<file path="src/design/adpalu_pkg.sv">
// types, codes and shared constants of the arm data-processing alu
// no dependencies; used by every module of the block except adpalu_fifo
`default_nettype none
package adpalu_pkg;

   // opcodes
   localparam logic [3:0] OP_AND = 4'd0;
   localparam logic [3:0] OP_EOR = 4'd1;
   localparam logic [3:0] OP_SUB = 4'd2;
   localparam logic [3:0] OP_RSB = 4'd3;
   localparam logic [3:0] OP_ADD = 4'd4;
   localparam logic [3:0] OP_TST = 4'd8;
   localparam logic [3:0] OP_TEQ = 4'd9;
   localparam logic [3:0] OP_CMP = 4'd10;
   localparam logic [3:0] OP_ORR = 4'd12;
   localparam logic [3:0] OP_MOV = 4'd13;

   // status codes
   localparam logic [1:0] ST_OK        = 2'd0;
   localparam logic [1:0] ST_BAD_OP    = 2'd1;
   localparam logic [1:0] ST_BAD_SHIFT = 2'd2;

   // shift kinds
   localparam logic [1:0] SH_LSL = 2'd0;
   localparam logic [1:0] SH_LSR = 2'd1;
   localparam logic [1:0] SH_ASR = 2'd2;
   localparam logic [1:0] SH_ROR = 2'd3;

   localparam int unsigned WORD_W = 32;

   // classified instruction, front to back
   typedef struct packed {
      logic [3:0]        op;
      logic [1:0]        status;
      logic              set_flags;
      logic [1:0]        shift_kind;
      logic [7:0]        shift_amt;
      logic [WORD_W-1:0] shift_src;
      logic [WORD_W-1:0] rn;
      logic [3:0]        rd;
      logic [3:0]        flags;
   } decoded_type;

   // one result beat
   typedef struct packed {
      logic [WORD_W-1:0] result;
      logic              write_enable;
      logic [3:0]        rd;
      logic [3:0]        flags;
      logic [1:0]        status;
   } result_type;

endpackage
`default_nettype wire

</file>
<file path="src/design/adpalu_fifo.sv">
// small register queue used between front and back and at the result side
// depends on nothing; width and depth come from the instantiating module
`default_nettype none
module adpalu_fifo #(
   parameter int unsigned WIDTH = 8,
   parameter int unsigned DEPTH = 2
) (
   input  wire logic             clock,
   input  wire logic             reset,
   input  wire logic             push,
   input  wire logic [WIDTH-1:0] push_data,
   output logic                  full,
   input  wire logic             pop,
   output logic      [WIDTH-1:0] pop_data,
   output logic                  empty
);
   localparam int unsigned PTR_W = (DEPTH > 1) ? $clog2(DEPTH) : 1;
   localparam int unsigned CNT_W = $clog2(DEPTH + 1);

   logic [WIDTH-1:0] mem_ff [DEPTH];
   logic [PTR_W-1:0] wr_ptr_ff, wr_ptr_in;
   logic [PTR_W-1:0] rd_ptr_ff, rd_ptr_in;
   logic [CNT_W-1:0] count_ff, count_in;
   logic             do_push, do_pop;

   assign full     = (count_ff == CNT_W'(DEPTH));
   assign empty    = (count_ff == '0);
   assign do_push  = push && !full;
   assign do_pop   = pop && !empty;
   assign pop_data = mem_ff[rd_ptr_ff];

   always_comb begin
      wr_ptr_in = wr_ptr_ff;
      rd_ptr_in = rd_ptr_ff;
      count_in  = count_ff;
      if (do_push) begin
         wr_ptr_in = (wr_ptr_ff == PTR_W'(DEPTH - 1)) ? '0 : wr_ptr_ff + 1'b1;
      end
      if (do_pop) begin
         rd_ptr_in = (rd_ptr_ff == PTR_W'(DEPTH - 1)) ? '0 : rd_ptr_ff + 1'b1;
      end
      if (do_push && !do_pop) begin
         count_in = count_ff + 1'b1;
      end else if (do_pop && !do_push) begin
         count_in = count_ff - 1'b1;
      end
   end

   always_ff @(posedge clock) begin
      if (reset) begin
         wr_ptr_ff <= '0;
         rd_ptr_ff <= '0;
         count_ff  <= '0;
      end else begin
         wr_ptr_ff <= wr_ptr_in;
         rd_ptr_ff <= rd_ptr_in;
         count_ff  <= count_in;
      end
   end

   always_ff @(posedge clock) begin
      if (do_push) begin
         mem_ff[wr_ptr_ff] <= push_data;
      end
   end

endmodule
`default_nettype wire

</file>
<file path="src/design/adpalu_front.sv">
// front end: checks the opcode and operand-two form and picks shifter inputs
// depends on adpalu_pkg
`default_nettype none
module adpalu_front (
   input  wire logic [3:0]          op,
   input  wire logic                imm_flag,
   input  wire logic                set_flags,
   input  wire logic [11:0]         operand2,
   input  wire logic [31:0]         rn_value,
   input  wire logic [31:0]         rm_value,
   input  wire logic [7:0]          rs_low_byte,
   input  wire logic [3:0]          dest_reg,
   input  wire logic [3:0]          flags_in,
   output adpalu_pkg::decoded_type  decoded
);
   logic valid_op;

   always_comb begin
      unique case (op)
         adpalu_pkg::OP_AND, adpalu_pkg::OP_EOR, adpalu_pkg::OP_SUB,
         adpalu_pkg::OP_RSB, adpalu_pkg::OP_ADD, adpalu_pkg::OP_TST,
         adpalu_pkg::OP_TEQ, adpalu_pkg::OP_CMP, adpalu_pkg::OP_ORR,
         adpalu_pkg::OP_MOV: valid_op = 1'b1;
         default:            valid_op = 1'b0;
      endcase
   end

   always_comb begin
      decoded            = '0;
      decoded.op         = op;
      decoded.set_flags  = set_flags;
      decoded.rn         = rn_value;
      decoded.rd         = dest_reg;
      decoded.flags      = flags_in;
      decoded.shift_src  = rm_value;
      decoded.shift_kind = operand2[6:5];
      decoded.status     = adpalu_pkg::ST_OK;
      priority if (!valid_op) begin
         decoded.status = adpalu_pkg::ST_BAD_OP;
      end else if (imm_flag) begin
         // 8-bit value rotated right by twice the count
         decoded.shift_src  = {24'd0, operand2[7:0]};
         decoded.shift_kind = adpalu_pkg::SH_ROR;
         decoded.shift_amt  = {3'd0, operand2[11:8], 1'b0};
      end else if (!operand2[4]) begin
         decoded.shift_amt = {3'd0, operand2[11:7]};
      end else if (!operand2[7]) begin
         decoded.shift_amt = rs_low_byte;
      end else begin
         decoded.status = adpalu_pkg::ST_BAD_SHIFT;
      end
   end

endmodule
`default_nettype wire

</file>
<file path="src/design/adpalu_back.sv">
// back end: barrel shifter, adder/logic unit and flag update
// depends on adpalu_pkg
`default_nettype none
module adpalu_back (
   input  wire adpalu_pkg::decoded_type decoded,
   output adpalu_pkg::result_type       executed
);
   logic [31:0] v;
   logic [7:0]  amt;
   logic        cin;
   logic [31:0] b;
   logic        sh_c;
   logic [32:0] lsl_w, lsr_w, asr_w;
   logic [63:0] ror_w;
   logic [31:0] add_x, add_y;
   logic        add_ci;
   logic [32:0] sum;
   logic [31:0] res;
   logic        c;
   logic        big, exact32;

   assign v       = decoded.shift_src;
   assign amt     = decoded.shift_amt;
   assign cin     = decoded.flags[1];
   assign big     = (amt[7:5] != 3'd0);
   assign exact32 = (amt == 8'd32);
   assign lsl_w   = {1'b0, v} << amt[4:0];
   assign lsr_w   = {v, 1'b0} >> amt[4:0];
   assign asr_w   = 33'($signed({v, 1'b0}) >>> amt[4:0]);
   assign ror_w   = {v, v} >> amt[4:0];

   // shifter; a zero amount passes the value and the old carry
   always_comb begin
      b    = v;
      sh_c = cin;
      if (amt != 8'd0) begin
         unique case (decoded.shift_kind)
            adpalu_pkg::SH_LSL: begin
               b    = big ? 32'd0 : lsl_w[31:0];
               sh_c = big ? (exact32 && v[0]) : lsl_w[32];
            end
            adpalu_pkg::SH_LSR: begin
               b    = big ? 32'd0 : lsr_w[32:1];
               sh_c = big ? (exact32 && v[31]) : lsr_w[0];
            end
            adpalu_pkg::SH_ASR: begin
               b    = big ? {32{v[31]}} : asr_w[32:1];
               sh_c = big ? v[31] : asr_w[0];
            end
            default: begin
               b    = ror_w[31:0];
               sh_c = ror_w[31];
            end
         endcase
      end
   end

   // one adder: add, or x + ~y + 1 for the subtracts (carry = not-borrow)
   always_comb begin
      add_x  = decoded.rn;
      add_y  = b;
      add_ci = 1'b0;
      unique case (decoded.op)
         adpalu_pkg::OP_SUB, adpalu_pkg::OP_CMP: begin
            add_y  = ~b;
            add_ci = 1'b1;
         end
         adpalu_pkg::OP_RSB: begin
            add_x  = b;
            add_y  = ~decoded.rn;
            add_ci = 1'b1;
         end
         default: ;
      endcase
   end

   assign sum = {1'b0, add_x} + {1'b0, add_y} + {32'd0, add_ci};

   always_comb begin
      res = b;
      c   = sh_c;
      unique case (decoded.op)
         adpalu_pkg::OP_AND, adpalu_pkg::OP_TST: res = decoded.rn & b;
         adpalu_pkg::OP_EOR, adpalu_pkg::OP_TEQ: res = decoded.rn ^ b;
         adpalu_pkg::OP_ORR:                     res = decoded.rn | b;
         adpalu_pkg::OP_SUB, adpalu_pkg::OP_CMP,
         adpalu_pkg::OP_RSB, adpalu_pkg::OP_ADD: begin
            res = sum[31:0];
            c   = sum[32];
         end
         default: res = b;
      endcase
   end

   always_comb begin
      executed              = '0;
      executed.rd           = decoded.rd;
      executed.status       = decoded.status;
      executed.flags        = decoded.flags;
      if (decoded.status == adpalu_pkg::ST_OK) begin
         executed.result       = res;
         executed.write_enable = !(decoded.op == adpalu_pkg::OP_TST ||
                                   decoded.op == adpalu_pkg::OP_TEQ ||
                                   decoded.op == adpalu_pkg::OP_CMP);
         if (decoded.set_flags) begin
            executed.flags = {res[31], (res == 32'd0), c, decoded.flags[0]};
         end
      end
   end

endmodule
`default_nettype wire

</file>
<file path="src/design/arm_data_processing_alu.sv">
// top level of the arm data-processing alu: front, decoupling queue, back,
// result queue; depends on adpalu_pkg, adpalu_front, adpalu_fifo, adpalu_back
`default_nettype none
// Executes one ARM data-processing instruction per beat: operand two is a
// rotated 8-bit immediate or rm shifted by an immediate or by rs, then the
// opcode is applied and N, Z, C are updated on request (V kept). Both sides
// behave as queues: push while full is low, pop while empty is low. One
// instruction is accepted every cycle while full is low; when nothing stalls,
// an accepted push is registered in the decode queue, passes the back end into
// the result queue and then waits at the head of the result queue until it is
// popped. The decoded-instruction queue holds QUEUE_DEPTH beats and the result
// queue RSP_DEPTH beats, so the input keeps accepting while results wait to
// be popped until both fill.
// The combinational execute path is the barrel shifter followed by the
// 33-bit adder in the back end. No configuration, no state between items.
module arm_data_processing_alu #(
   parameter int unsigned QUEUE_DEPTH = 2,
   parameter int unsigned RSP_DEPTH   = 2
) (
   input  wire logic        clock,
   input  wire logic        reset,
   // request beat
   input  wire logic        push,
   output logic             full,
   input  wire logic [3:0]  req_op,
   input  wire logic        req_imm_flag,
   input  wire logic        req_set_flags,
   input  wire logic [11:0] req_operand2,
   input  wire logic [31:0] req_rn_value,
   input  wire logic [31:0] req_rm_value,
   input  wire logic [7:0]  req_rs_low_byte,
   input  wire logic [3:0]  req_dest_reg,
   input  wire logic [3:0]  req_flags_in,
   // result beat
   output logic             empty,
   input  wire logic        pop,
   output logic [31:0]      rsp_result,
   output logic             rsp_write_enable,
   output logic [3:0]       rsp_dest_reg_out,
   output logic [3:0]       rsp_flags_out,
   output logic [1:0]       rsp_status
);
   localparam int unsigned DEC_W = $bits(adpalu_pkg::decoded_type);
   localparam int unsigned RES_W = $bits(adpalu_pkg::result_type);

   adpalu_pkg::decoded_type dec_in, dec_out;
   adpalu_pkg::result_type  exe_in, rsp_beat;
   logic                    q_empty;
   logic                    rq_full;
   logic                    issue;
   logic [DEC_W-1:0]        dec_bits;
   logic [RES_W-1:0]        rsp_bits;

   // front: classify the incoming beat
   adpalu_front u_front (
      .op          (req_op),
      .imm_flag    (req_imm_flag),
      .set_flags   (req_set_flags),
      .operand2    (req_operand2),
      .rn_value    (req_rn_value),
      .rm_value    (req_rm_value),
      .rs_low_byte (req_rs_low_byte),
      .dest_reg    (req_dest_reg),
      .flags_in    (req_flags_in),
      .decoded     (dec_in)
   );

   // decoupling queue between front and back
   adpalu_fifo #(
      .WIDTH (DEC_W),
      .DEPTH (QUEUE_DEPTH)
   ) u_dec_queue (
      .clock     (clock),
      .reset     (reset),
      .push      (push),
      .push_data (dec_in),
      .full      (full),
      .pop       (issue),
      .pop_data  (dec_bits),
      .empty     (q_empty)
   );

   assign dec_out = adpalu_pkg::decoded_type'(dec_bits);

   // back issues whenever there is a decoded beat and room for its result
   assign issue = !q_empty && !rq_full;

   adpalu_back u_back (
      .decoded  (dec_out),
      .executed (exe_in)
   );

   // result queue, the registered output side
   adpalu_fifo #(
      .WIDTH (RES_W),
      .DEPTH (RSP_DEPTH)
   ) u_rsp_queue (
      .clock     (clock),
      .reset     (reset),
      .push      (issue),
      .push_data (exe_in),
      .full      (rq_full),
      .pop       (pop),
      .pop_data  (rsp_bits),
      .empty     (empty)
   );

   assign rsp_beat         = adpalu_pkg::result_type'(rsp_bits);
   assign rsp_result       = rsp_beat.result;
   assign rsp_write_enable = rsp_beat.write_enable;
   assign rsp_dest_reg_out = rsp_beat.rd;
   assign rsp_flags_out    = rsp_beat.flags;
   assign rsp_status       = rsp_beat.status;

`ifndef SYNTH
   // both queues come out of reset empty
   a_reset_empty: assert property (@(posedge clock)
      reset |=> (empty && !full))
      else $error("queues not empty after reset");

   // a rejected instruction never carries a result or a write-back
   a_reject_quiet: assert property (@(posedge clock) disable iff (reset)
      (!empty && rsp_status != adpalu_pkg::ST_OK) |->
         (rsp_result == 32'd0 && !rsp_write_enable))
      else $error("rejected instruction produced a result");

   // a decoded beat stalled by a full result queue stays at the queue head
   a_stall_holds: assert property (@(posedge clock) disable iff (reset)
      (!q_empty && rq_full && !pop) |=> (!q_empty && $stable(dec_bits)))
      else $error("decoded beat lost while back end stalled");
`endif

endmodule
`default_nettype wire

</file>
<file path="config.mk">
export PLATFORM = sky130hd
export DESIGN_NAME = arm_data_processing_alu
export DESIGN_NICKNAME = d
export VERILOG_FILES = /design/src/design/adpalu_pkg.sv /design/src/design/adpalu_fifo.sv /design/src/design/adpalu_front.sv /design/src/design/adpalu_back.sv /design/src/design/arm_data_processing_alu.sv
export SDC_FILE = /design/constraint.sdc
export NUM_CORES = 1
export LEC_CHECK = 0
export ABC_AREA = 1
export BUFFER_PORTS_ARGS = -buffer_cell sky130_fd_sc_hd__clkbuf_2
export CORE_ASPECT_RATIO = 2
export CORE_MARGIN = 2
export CORE_UTILIZATION = 38
export CTS_CLUSTER_SIZE = 16
export DETAILED_ROUTE_END_ITERATION = 16
export PLACE_DENSITY_LB_ADDON = 0.1
export SLEW_MARGIN = 25
export SYNTH_ARGS = -nofsm -noshare
export SYNTH_HDL_FRONTEND = slang
export SYNTH_SLANG_ARGS = --single-unit
export TNS_END_PERCENT = 20
</file>
<file path="constraint.sdc">
create_clock -name clock -period 10.4 [get_ports clock]
set_input_delay 1.04 -clock clock [delete_from_list [all_inputs] [get_ports clock]]
set_output_delay 1.04 -clock clock [all_outputs]
set_load 0.01 [all_outputs]
</file>
======== Word-level counts from Yosys, hierarchy flattened ========
Memory sizes are Yosys's and may differ from the RTL's. A register that Yosys moved wholly into a read port is not among the register bits.
Index checks and enable logic that the tools add are counted.
operators by class
  reductions and logical operators ........ 37
  shifts and indexed selects .............. 4
  equal/unequal tests ..................... 13
  bitwise operators ....................... 5
  add/subtract/negate cells ............... 10
  muxes and demuxes ....................... 44
operator list
  kind                  count
  $mux W32              6
  $pmux W32 S4          1
  $pmux W32 S3          1
  $not A32 Y32          2
  $pmux W32 S2          1
  $shr A64 B5 Y32       1
  $mux W42              1
  $add A32 B32 Y33      1
  $add A33 B1 Y33       1
  $mux W33              1
  $shl A32 B5 Y33       1
  $shr A33 B5 Y33       1
  $sshr A33 B5 Y33      1
  $and A32 B32 Y32      1
  $logic_not A32 Y1     1
  $or A32 B32 Y32       1
  $xor A32 B32 Y32      1
  $mux W8               3
  $mux W1               18
  $mux W2               9
  $eq A4 B4 Y1 const B  4
  $logic_and A1 B1 Y1   11
  $logic_not A1 Y1      9
  $eq A4 B2 Y1 const B  2
  other kinds (19)      34
storage, ports and cells
  bits of input ports ..................... 102
  output and inout port bits .............. 45
  bits in writable memories ............... 264
  memories kept ........................... 3
  register bits ........................... 8
  bits in read-only memories .............. 16
  word-level logic and storage cells ...... 122
memories
  memory              depth  width  read ports  clocked after Yosys merged registers in  wr ports  RTL line            text
  u_dec_queue.mem_ff  2      89     1           1                                        1         adpalu_fifo.sv:20   logic [WIDTH-1:0] mem_ff [DEPTH];
  u_rsp_queue.mem_ff  2      43     1           1                                        1         adpalu_fifo.sv:20
  (no name shown)     16     1      1           0                                        0         adpalu_front.sv:19  unique case (op)

======== Depth between registers and ports, before layout ========
Gate-level depths: netlist of the first run.
  word-level depth ........................ 12
  gate-level depth with buffers ........... 46
  depth with buffers taken out ............ 43

======== Hierarchy ========
From an unflattened synthesis of the first run, not the netlist that was laid out.
second synthesis, totals
  cell total of the unflattened synthesis .. 2,813
  area, all modules ....................... 21,896.0 um^2
modules (own cells, without submodules)
  module                     area each (um^2)  seq. area each (um^2)  times used  cells each
  adpalu_back                10,332.4          0.0                    1           2,049
  adpalu_fifo (u_dec_queue)  6,696.4           5,445.2                1           314
  adpalu_fifo (u_rsp_queue)  3,558.4           2,682.6                1           171
  adpalu_front               1,305.0           0.0                    1           278
  arm_data_processing_alu    3.8               0.0                    1           1

======== Worst setup path before layout of the first run ========
OpenSTA, ideal clock, no wires.
  path kind ............................... input to register
  start point ............................. input port push
  end point ............................... memory u_dec_queue.mem_ff[1][0] in the netlist's numbering, enable pin
  arrival time ............................ 4.912 ns
  cell stages on the path ................. 2
  setup slack ............................. 4.949 ns
  library setup time ...................... 0.539 ns
  data required time ...................... 9.861 ns
  path buffers ............................ 0
  path through ............................ o21ai_0 > nor2_1
between the ends
  longest elaborated chain between the ends .. 3
RTL lines
  what                           RTL line                       text
  start: declaration             arm_data_processing_alu.sv:23  input wire logic push,
  $logic_and A1 B1 Y1            adpalu_fifo.sv:28              assign do_push = push && !full;
  $mux W1                        adpalu_fifo.sv:62              if (do_push) begin
  $mux W1 (implied by the code)  adpalu_fifo.sv:63              mem_ff[wr_ptr_ff] <= push_data;
  end: declaration               adpalu_fifo.sv:20
No other way between the ends.

==> results of run 1 <==
-- stage by stage --
| step | hold WS [ps] | area [um2] | cells | util, % | setup slack [ps] |
|---|---|---|---|---|---|
| after floorplan | 462 | 20600 | 2720 | - | 4950 |
| after global placement | 465 | 21700 | 3432 | 40.5 | 3010 |
| after detailed placement | 476 | 21700 | 3432 | 40.5 | 3020 |
| after CTS | 490 | 22500 | 3476 | 41.9 | 2980 |
| after global routing | 509 | 22500 | 3476 | 41.9 | 2420 |
| final | 491 | 22500 | 3477 | 41.9 | 3000 |
-- worst paths after layout --
kind,start,to,slack (ps),depth (start not counted)
max,register,u_rsp_queue.mem_ff[1][4]$_DFFE_PP_,3000,33
min,u_rsp_queue.rd_ptr_ff$_SDFFE_PP0P_,register,490,2
max reg2reg,register,u_rsp_queue.mem_ff[1][4]$_DFFE_PP_,3000,33
min reg2reg,u_rsp_queue.rd_ptr_ff$_SDFFE_PP0P_,register,490,2
-- sequential cells by signal, indices dropped and copies added, names as in the netlist, named ones only --
register and cells:
u_dec_queue.mem_ff 178, u_rsp_queue.mem_ff 86, u_dec_queue.count_ff 2, u_rsp_queue.count_ff 2, u_dec_queue.rd_ptr_ff 1, u_dec_queue.wr_ptr_ff 1
u_rsp_queue.rd_ptr_ff 1, u_rsp_queue.wr_ptr_ff 1
-- placed cells by master (no fill, tap or decap), drive strengths merged, types with 10 or more instances in the layout --
| cell | count |
|---|---|
| mux2 | 43 |
| edfxtp | 264 |
| buf | 27 |
| ha | 97 |
| nand2 | 829 |
| o21ai | 225 |
| nand4 | 11 |
| clkbuf | 172 |
| or2 | 42 |
| nor2 | 181 |
| inv | 231 |
| o211ai | 17 |
| clkinv | 16 |
| dfxtp | 10 |
| a21oi | 107 |
| nand3 | 397 |
| a22oi | 22 |
| o2111ai | 13 |
| nor3 | 12 |
-- area by class of cell --
cell class,count,share of cell area (%)
inverters,231,3.91
flip-flops and latches,274,36.2
well taps,671,3.74
clock inverters,18,0.662
repair buffers,173,4.15
clock buffers,26,2.71
multi-input cells,2083,48.6
diodes,1,0.0111
-- routing by layer --
metal  wire length, um  up-vias  share of wire, %  global-route usage (%)
met5                 0        -                 0                       0
met4              9100        0                11                    26.8
met3              3720      274               4.3                    3.07
met2             45500      747                53                    56.8
met1             27100     9199                32                    27.8
li1                  -     9394                 -                       -
-- logic make-up after synthesis --
| kind of cell | Yosys count | share of synthesized area [%] |
|---|---|---|
| and+or+nand+nor | 1484 | 31.5 |
| muxes | 45 | 2.45 |
| AOI/OAI and AO/OA | 452 | 12.7 |
| xor gates and xnor gates | 3 | 0.128 |
| buffers and inverters | 363 | 7.63 |
| adders and majority gates | 99 | 6.09 |
| DFF | 274 | 39.5 |
-- worst max-delay path, delay by kind of cell (launching register included) --
family | cells | cell delay [ps]
flops | 1 | 610
fa+ha+maj | 2 | 940
compound gates | 7 | 1300
buf+inv | 5 | 1780
simple gates | 19 | 2540
==> impl_results.md, run 1 <==
* Outcome: completed
* CP required at 10840 ps
* Async SR Flop Fraction at 0%
* DR WL/cell at 24.6 um
* Worst-Skew Late Latency at 580 ps
* Worst-path clk slew at 70 ps
* Synth area leader: edfxtp_1
* Cts repair resizes at 0
* Largest cells by area after synthesis: edfxtp_1 (39%), nand2_1 (14%), nand3_1 (9.6%), ha_1 (5.9%), o21ai_0 (4.8%)
* Cells after Synth at 2720
* Post CTS Setup Buffer Count at 0
* Max-cap violations at 0
* Multi-input gate area at 10900 um2
* Most Frequent Cell on Critical Path: nand2_1
* Clk_skew at 11.6 ps
* Die Y at 333 um
* Core Area at 53600 um2
* Critical path endpoint category: register
* Top-area cell type share of the netlist area at 38.5%
* CP peak stage delay at 610 ps
* Hpwl dp at 67.7 mm
* Die ar. at 56200 um2
* Cell variety after synth at 59
* First-pass GRT wire length at 124 mm
* Final Max Tran Viols at 0
* Critical path type: register to register
* Clock sinks at 274
* # DRC at 0
* Ys Warns at 0
* DR vias at 19600
* CTS HTree Levels at 1
* Sequential area share after synthesis at 39.5%
* Worst-Margin Slew at 1110 ps
* GRT Residual Overflow at 0
* CTS tree: yes
* Most common cell in the netlist: nand2_1
* Total CTS buffers at 24
* Register area at 8130 um2
* Mapped Nets at 2921
* P&R area growth vs syn at 9.16%
* Root buffer cell: clkbuf_16
* Hold Fails Final Rpt at 0
* Cell Area, Synth at 20600 um2
* Hold crit path type: register to register
* Buffers on Ports at 146
* Site row count at 120
* First DRT Iteration DRCs at 1403
* Post-DR vias/cell at 5.64
* Ys flop type: edfxtp_1
* Routed Antenna Nets at 0
* Clock buffer depth at 3
* Tmin final at 7400 ps
* Crit-path slowest cell: dfxtp_4
* RD Place Congestion at 1.06
* RSZ-0062 raised after global routing: false
* Largest net degree at the start of global routing at 79
* Ports at 147
* Post-synth top cells: nand2_1 (787), nand3_1 (393), edfxtp_1 (264)
* Vias in the first global route at 19500
* Share of layout cells above drive strength 1 at 13.7%
* Synth Register Bits at 274
* Final #Nets at 2988
* Synthesized area per cell at 7.57 um2
* Max Freq at 135 MHz
* Total GRT Usage at 30.0%
* Antenna violations before repair at 1
* Fillers at 5614
* CP startpoint kind: register
* Crit path DAT at 7830 ps
* Worst-path fanout max at 59
* TNS Setup at 0 ps
* Final setup fails at 0
* Total Routed Length at 85.5 mm
* EDFF count, synth at 264
* CTS hold repair buffers at 0
* Period utilization at 71.1%
* Pre-antenna DRT Iters at 5
* Die X at 169 um
* Initial Utilization at 38.4%
* Rel. slew slack at 25.8%
Power of run 1 is not shown: default switching activity piles up to over one toggle a cycle in this logic, so the estimate is an artifact.
==> inputs of run 2 (changes only) <==
==> constraint.sdc (replaced) <==
create_clock -name clock -period 7.1 [get_ports clock]
set_input_delay 0.71 -clock clock [delete_from_list [all_inputs] [get_ports clock]]
set_output_delay 0.71 -clock clock [all_outputs]
set_load 0.01 [all_outputs]
==> impl_results.md, run 2 (same netlist as run 1, synthesis figures left out) <==
* Outcome: completed (unchanged)
* Total CTS buffers at 24 (unchanged)
* DR vias at 19900 (was 19600)
* Share of layout cells above drive strength 1 at 15.9% (was 13.7%)
* DR WL/cell at 24.1 um (was 24.6 um)
* RD Place Congestion at 1.01 (was 1.06)
* Hold depth at 1 (was 2)
* Root buffer cell: clkbuf_16 (unchanged)
* Die ar. at 56200 um2 (unchanged)
* RSZ-0062 raised after global routing: false (unchanged)
* CTS HTree Levels at 1 (unchanged)
* Fillers at 5547 (was 5614)
* Largest register FFs at 178 (unchanged)
* Antenna violations before repair at 0 (was 1)
* Crit path DAT at 6810 ps (was 7830 ps)
* Die X at 169 um (unchanged)
* Period utilization at 89.8% (was 71.1%)
* Worst-Margin Slew at 1150 ps (was 1110 ps)
* Total GRT Usage at 29.9% (was 30.0%)
* Clock sinks at 274 (unchanged)
* Cts repair resizes at 0 (unchanged)
* Tmin final at 6380 ps (was 7400 ps)
* Hold crit path type: input port to register (was register to register)
* CP required at 7530 ps (was 10840 ps)
* # DRC at 0 (unchanged)
* Critical path endpoint category: register (unchanged)
* Worst-Skew Late Latency at 570 ps (was 580 ps)
* Max-cap violations at 0 (unchanged)
* Worst reg-to-reg path cell count at 43 (was 33)
* Total Routed Length at 85.4 mm (was 85.5 mm)
* Worst-path clk slew at 70 ps (about the same)
* Most Frequent Cell on Critical Path: nand2_1 (unchanged)
* CP peak stage delay at 470 ps (was 610 ps)
* First-pass GRT wire length at 124 mm (about the same)
* Critical path type: register to register (unchanged)
* Core Area at 53600 um2 (unchanged)
* CTS hold repair buffers at 0 (unchanged)
* Rel. slew slack at 22.6% (was 25.8%)
* Register area at 8130 um2 (unchanged)
* Commonest cells after routing, fill and taps aside: nand2_1 (787), nand3_1 (393), edfxtp_1 (264), inv_1 (207), o21ai_0 (199) (unchanged)
* Clock buffer depth at 3 (unchanged)
* Pre-antenna DRT Iters at 5 (unchanged)
* First DRT Iteration DRCs at 1290 (was 1403)
* Largest net degree at the start of global routing at 70 (was 79)
* Final #Nets at 3064 (was 2988)
* Biggest register: u_dec_queue.mem_ff (unchanged)
* # diodes at 0 (was 1)
* Max Freq at 157 MHz (was 135 MHz)
* Hold Fails Final Rpt at 0 (unchanged)
* Most common cell after layout, fill and taps aside: nand2_1 (unchanged)
* CTS tree: yes (unchanged)
* Final Max Tran Viols at 0 (unchanged)
* Ports at 147 (unchanged)
* Worst-path fanout max at 45 (was 59)
* CP startpoint kind: register (unchanged)
* Site row count at 120 (unchanged)
* Crit-path slowest cell: dfxtp_4 (unchanged)
* TNS Setup at 0 ps (unchanged)
* Vias in the first global route at 20300 (was 19500)
* Hpwl dp at 68.1 mm (was 67.7 mm)
* Multi-input gate area at 10900 um2 (unchanged)
* Post CTS Setup Buffer Count at 0 (unchanged)
* Top Registers: u_dec_queue.mem_ff x178, u_rsp_queue.mem_ff x86 (unchanged)
* Routed Antenna Nets at 0 (unchanged)
* Post-DR vias/cell at 5.62 (was 5.64)
* GRT Residual Overflow at 0 (unchanged)
* Buffers on Ports at 146 (unchanged)
* Final setup fails at 0 (unchanged)
* Die Y at 333 um (unchanged)
* P&R area growth vs syn at 12.6% (was 9.16%)
* Clk_skew at 7.44 ps (was 11.6 ps)
* Initial Utilization at 38.4% (unchanged)
[run 2: cell count changes in the layout (fill, tap and decap cells not counted)]
cell	previous run	this run
buf_12	0	11
buf_4	27	92
bufinv_16	2	3
clkbuf_1	2	3
clkinv_1	8	5
clkinv_2	5	3
clkinv_4	2	0
clkinvlp_4	0	2
diode_2	1	0
[run 2: routing by layer]
metal  global-route usage (%)  share of wire (%)  up-vias  wire length [um]
li1                         -                  -     9547                 -
met4                     27.4                 11        0              9340
met3                     2.59                3.8      300              3240
met5                        0                  0        -                 0
met1                     26.7                 31     9340             26800
met2                     58.1                 54      758             46000
[run 2: stage by stage]
step	std cells	util, %	setup slack (ps)	cell area [um2]	hold WS, ps
after CTS	3549	43.3	732	23200	289
after global placement	3508	41.8	923	22400	467
after floorplan	2720	-	1980	20600	462
final	3549	43.3	722	23200	323
after detailed placement	3508	41.8	774	22400	475
after global routing	3549	43.3	233	23200	304
[run 2: worst paths after layout]
kind                                         endpoint  slack (ps)                               start
setup / recovery   u_rsp_queue.mem_ff[0][4]$_DFFE_PP_         720                            register
hold / removal    u_dec_queue.mem_ff[0][82]$_DFFE_PP_         320                       req_set_flags
setup reg to reg   u_rsp_queue.mem_ff[0][4]$_DFFE_PP_         720                            register
hold reg to reg                              register         490  u_rsp_queue.rd_ptr_ff$_SDFFE_PP0P_
[run 2: area by class of cell]
class                           instances  area share, %
Multi-Input combinational cell       2083           47.1
Timing Repair Buffer                  249           7.08
Clock inverter                         14          0.669
Inverter                              231           3.79
Tap cell                              671           3.62
Sequential cell                       274           35.1
Clock buffer                           27           2.64
[run 2: critical path: cells and delay by family (launching register included)]
kind                     cells  cell delay [ps]
buffers and inverters        6             1150
AND/OR/NAND/NOR             29             2970
flip-flops                   1              470
adder cells (fa/ha/maj)      1              300
AO/OA/AOI/OAI                7             1260
Power of run 2 is left out for the same reason.
==> inputs of run 3 (changes only) <==
==> constraint.sdc (replaced) <==
create_clock -name clock -period 7.1 [get_ports clock]
set_input_delay 1.42 -clock clock [delete_from_list [all_inputs] [get_ports clock]]
set_output_delay 1.42 -clock clock [all_outputs]
set_load 0.01 [all_outputs]
==> impl_results.md, run 3 (same netlist as run 1, synthesis figures left out) <==
* DR vias at 19900 (about the same)
* Worst reg-to-reg path cell count at 38 (was 43)
* Die ar. at 56200 um2 (unchanged)
* Final setup margin at 601 ps (was 722 ps)
* Critical path endpoint category: register (unchanged)
* # DRC at 0 (unchanged)
* Share of layout cells above drive strength 1 at 15.8% (was 15.9%)
* Clock buffer depth at 3 (unchanged)
* CP startpoint kind: register (unchanged)
* Worst-Margin Slew at 812 ps (was 1150 ps)
* Grt met3 use at 2.91% (was 2.59%)
* Clock sinks at 274 (unchanged)
* Total Routed Length at 85.1 mm (was 85.4 mm)
* Total CTS buffers at 24 (unchanged)
* First DRT Iteration DRCs at 1199 (was 1290)
* P&R area growth vs syn at 12.3% (was 12.6%)
* Rel. slew slack at 45.9% (was 22.6%)
* Largest register FFs at 178 (unchanged)
* Hold Fails Final Rpt at 0 (unchanged)
* Biggest register: u_dec_queue.mem_ff (unchanged)
* Max-cap violations at 0 (unchanged)
* Core Area at 53600 um2 (unchanged)
* Hold crit path type: register to register (was input port to register)
* Worst-path clk slew at 70 ps (about the same)
* Hpwl dp at 68.6 mm (was 68.1 mm)
* Vias in the first global route at 20000 (was 20300)
* First-pass GRT wire length at 124 mm (about the same)
* Post CTS Setup Buffer Count at 0 (unchanged)
* Crit path DAT at 6930 ps (was 6810 ps)
* Worst-Skew Late Latency at 580 ps (was 570 ps)
* Ports at 147 (unchanged)
* # diodes at 0 (unchanged)
* Outcome: completed (unchanged)
* Pre-antenna DRT Iters at 5 (unchanged)
* Final Max Tran Viols at 0 (unchanged)
* Most Frequent Cell on Critical Path: nand2_1 (unchanged)
* Final #Nets at 3063 (was 3064)
* CP peak stage delay at 420 ps (was 470 ps)
* DR WL/cell at 24.0 um (was 24.1 um)
* CP required at 7530 ps (about the same)
* Initial Utilization at 38.4% (unchanged)
* Hold Crit Start: u_dec_queue.rd_ptr_ff$_SDFFE_PP0P_ (was req_set_flags)
* Crit-path slowest cell: dfxtp_4 (unchanged)
* Buffers on Ports at 146 (unchanged)
* GRT Residual Overflow at 0 (unchanged)
* Top Registers: u_dec_queue.mem_ff x178, u_rsp_queue.mem_ff x86 (unchanged)
* Worst-path fanout max at 33 (was 45)
* Final setup fails at 0 (unchanged)
* Die Y at 333 um (unchanged)
* Period utilization at 91.5% (was 89.8%)
* Commonest cells after routing, fill and taps aside: nand2_1 (787), nand3_1 (393), edfxtp_1 (264), inv_1 (207), o21ai_0 (199) (unchanged)
* Die X at 169 um (unchanged)
* Setup WS pre-CTS at 698 ps (was 774 ps)
* Cts repair resizes at 0 (unchanged)
* Most common cell after layout, fill and taps aside: nand2_1 (unchanged)
* RD Place Congestion at 1.03 (was 1.01)
* Post-DR vias/cell at 5.59 (was 5.62)
* Hold WS at 488 ps (was 323 ps)
* TNS Setup at 0 ps (unchanged)
* Clk_skew at 8.09 ps (was 7.44 ps)
* Antenna violations before repair at 0 (unchanged)
* Routed Antenna Nets at 0 (unchanged)
* Total GRT Usage at 30.1% (was 29.9%)
* Tmin final at 6500 ps (was 6380 ps)
* Hold depth at 2 (was 1)
* GR peak layer: met2 (unchanged)
* RSZ-0062 raised after global routing: false (unchanged)
* CTS HTree Levels at 1 (unchanged)
* Max Freq at 154 MHz (was 157 MHz)
* CTS hold repair buffers at 0 (unchanged)
* CTS tree: yes (unchanged)
* Met2 GRT Util at 58.1% (about the same)
* Util after Layout at 43.1% (was 43.3%)
* Largest net degree at the start of global routing at 74 (was 70)
* Root buffer cell: clkbuf_16 (unchanged)
* GRT met1 Usage at 27.1% (was 26.7%)
* Site row count at 120 (unchanged)
* Critical path type: register to register (unchanged)
[run 3: area by class of cell]
type | instances | area, um2
fill | 5538 | 30500
clock inverter | 11 | 91.3
clock buffer | 32 | 631
multi-input combinational | 2083 | 10900
sequential | 274 | 8140
timing repair buffer | 248 | 1610
inverter | 231 | 880
tap | 671 | 840
[run 3: path summary, 6_finish.rpt]
check,endpoint,slack [ps]
setup / recovery,u_rsp_queue.mem_ff[0][4]$_DFFE_PP_,600
hold / removal,u_dec_queue.rd_ptr_ff$_SDFFE_PP0P_,490
setup reg to reg,u_rsp_queue.mem_ff[0][4]$_DFFE_PP_,600
hold reg to reg,u_dec_queue.rd_ptr_ff$_SDFFE_PP0P_,490
[run 3: routing by layer]
layer	vias up	routed length, um
met5	-	0
li1	9539	-
met4	0	9030
met2	714	46100
met3	295	3220
met1	9308	26800
[run 3: metrics by stage]
stage,cell area (um2),cells
floorplan,20600,2720
global placement,22400,3507
detailed placement,22400,3507
CTS,23100,3550
global route,23100,3550
finish,23100,3550
[run 3: worst max-delay path, delay by kind of cell, from the launching register on]
| kind | cells | cell delay, ps |
|---|---|---|
| and+or+nand+nor | 25 | 3600 |
| AOI/OAI and AO/OA | 7 | 1390 |
| buffers and inverters | 5 | 730 |
| DFF | 1 | 420 |
| adders and majority gates | 1 | 180 |
Power of run 3 is left out for the same reason.
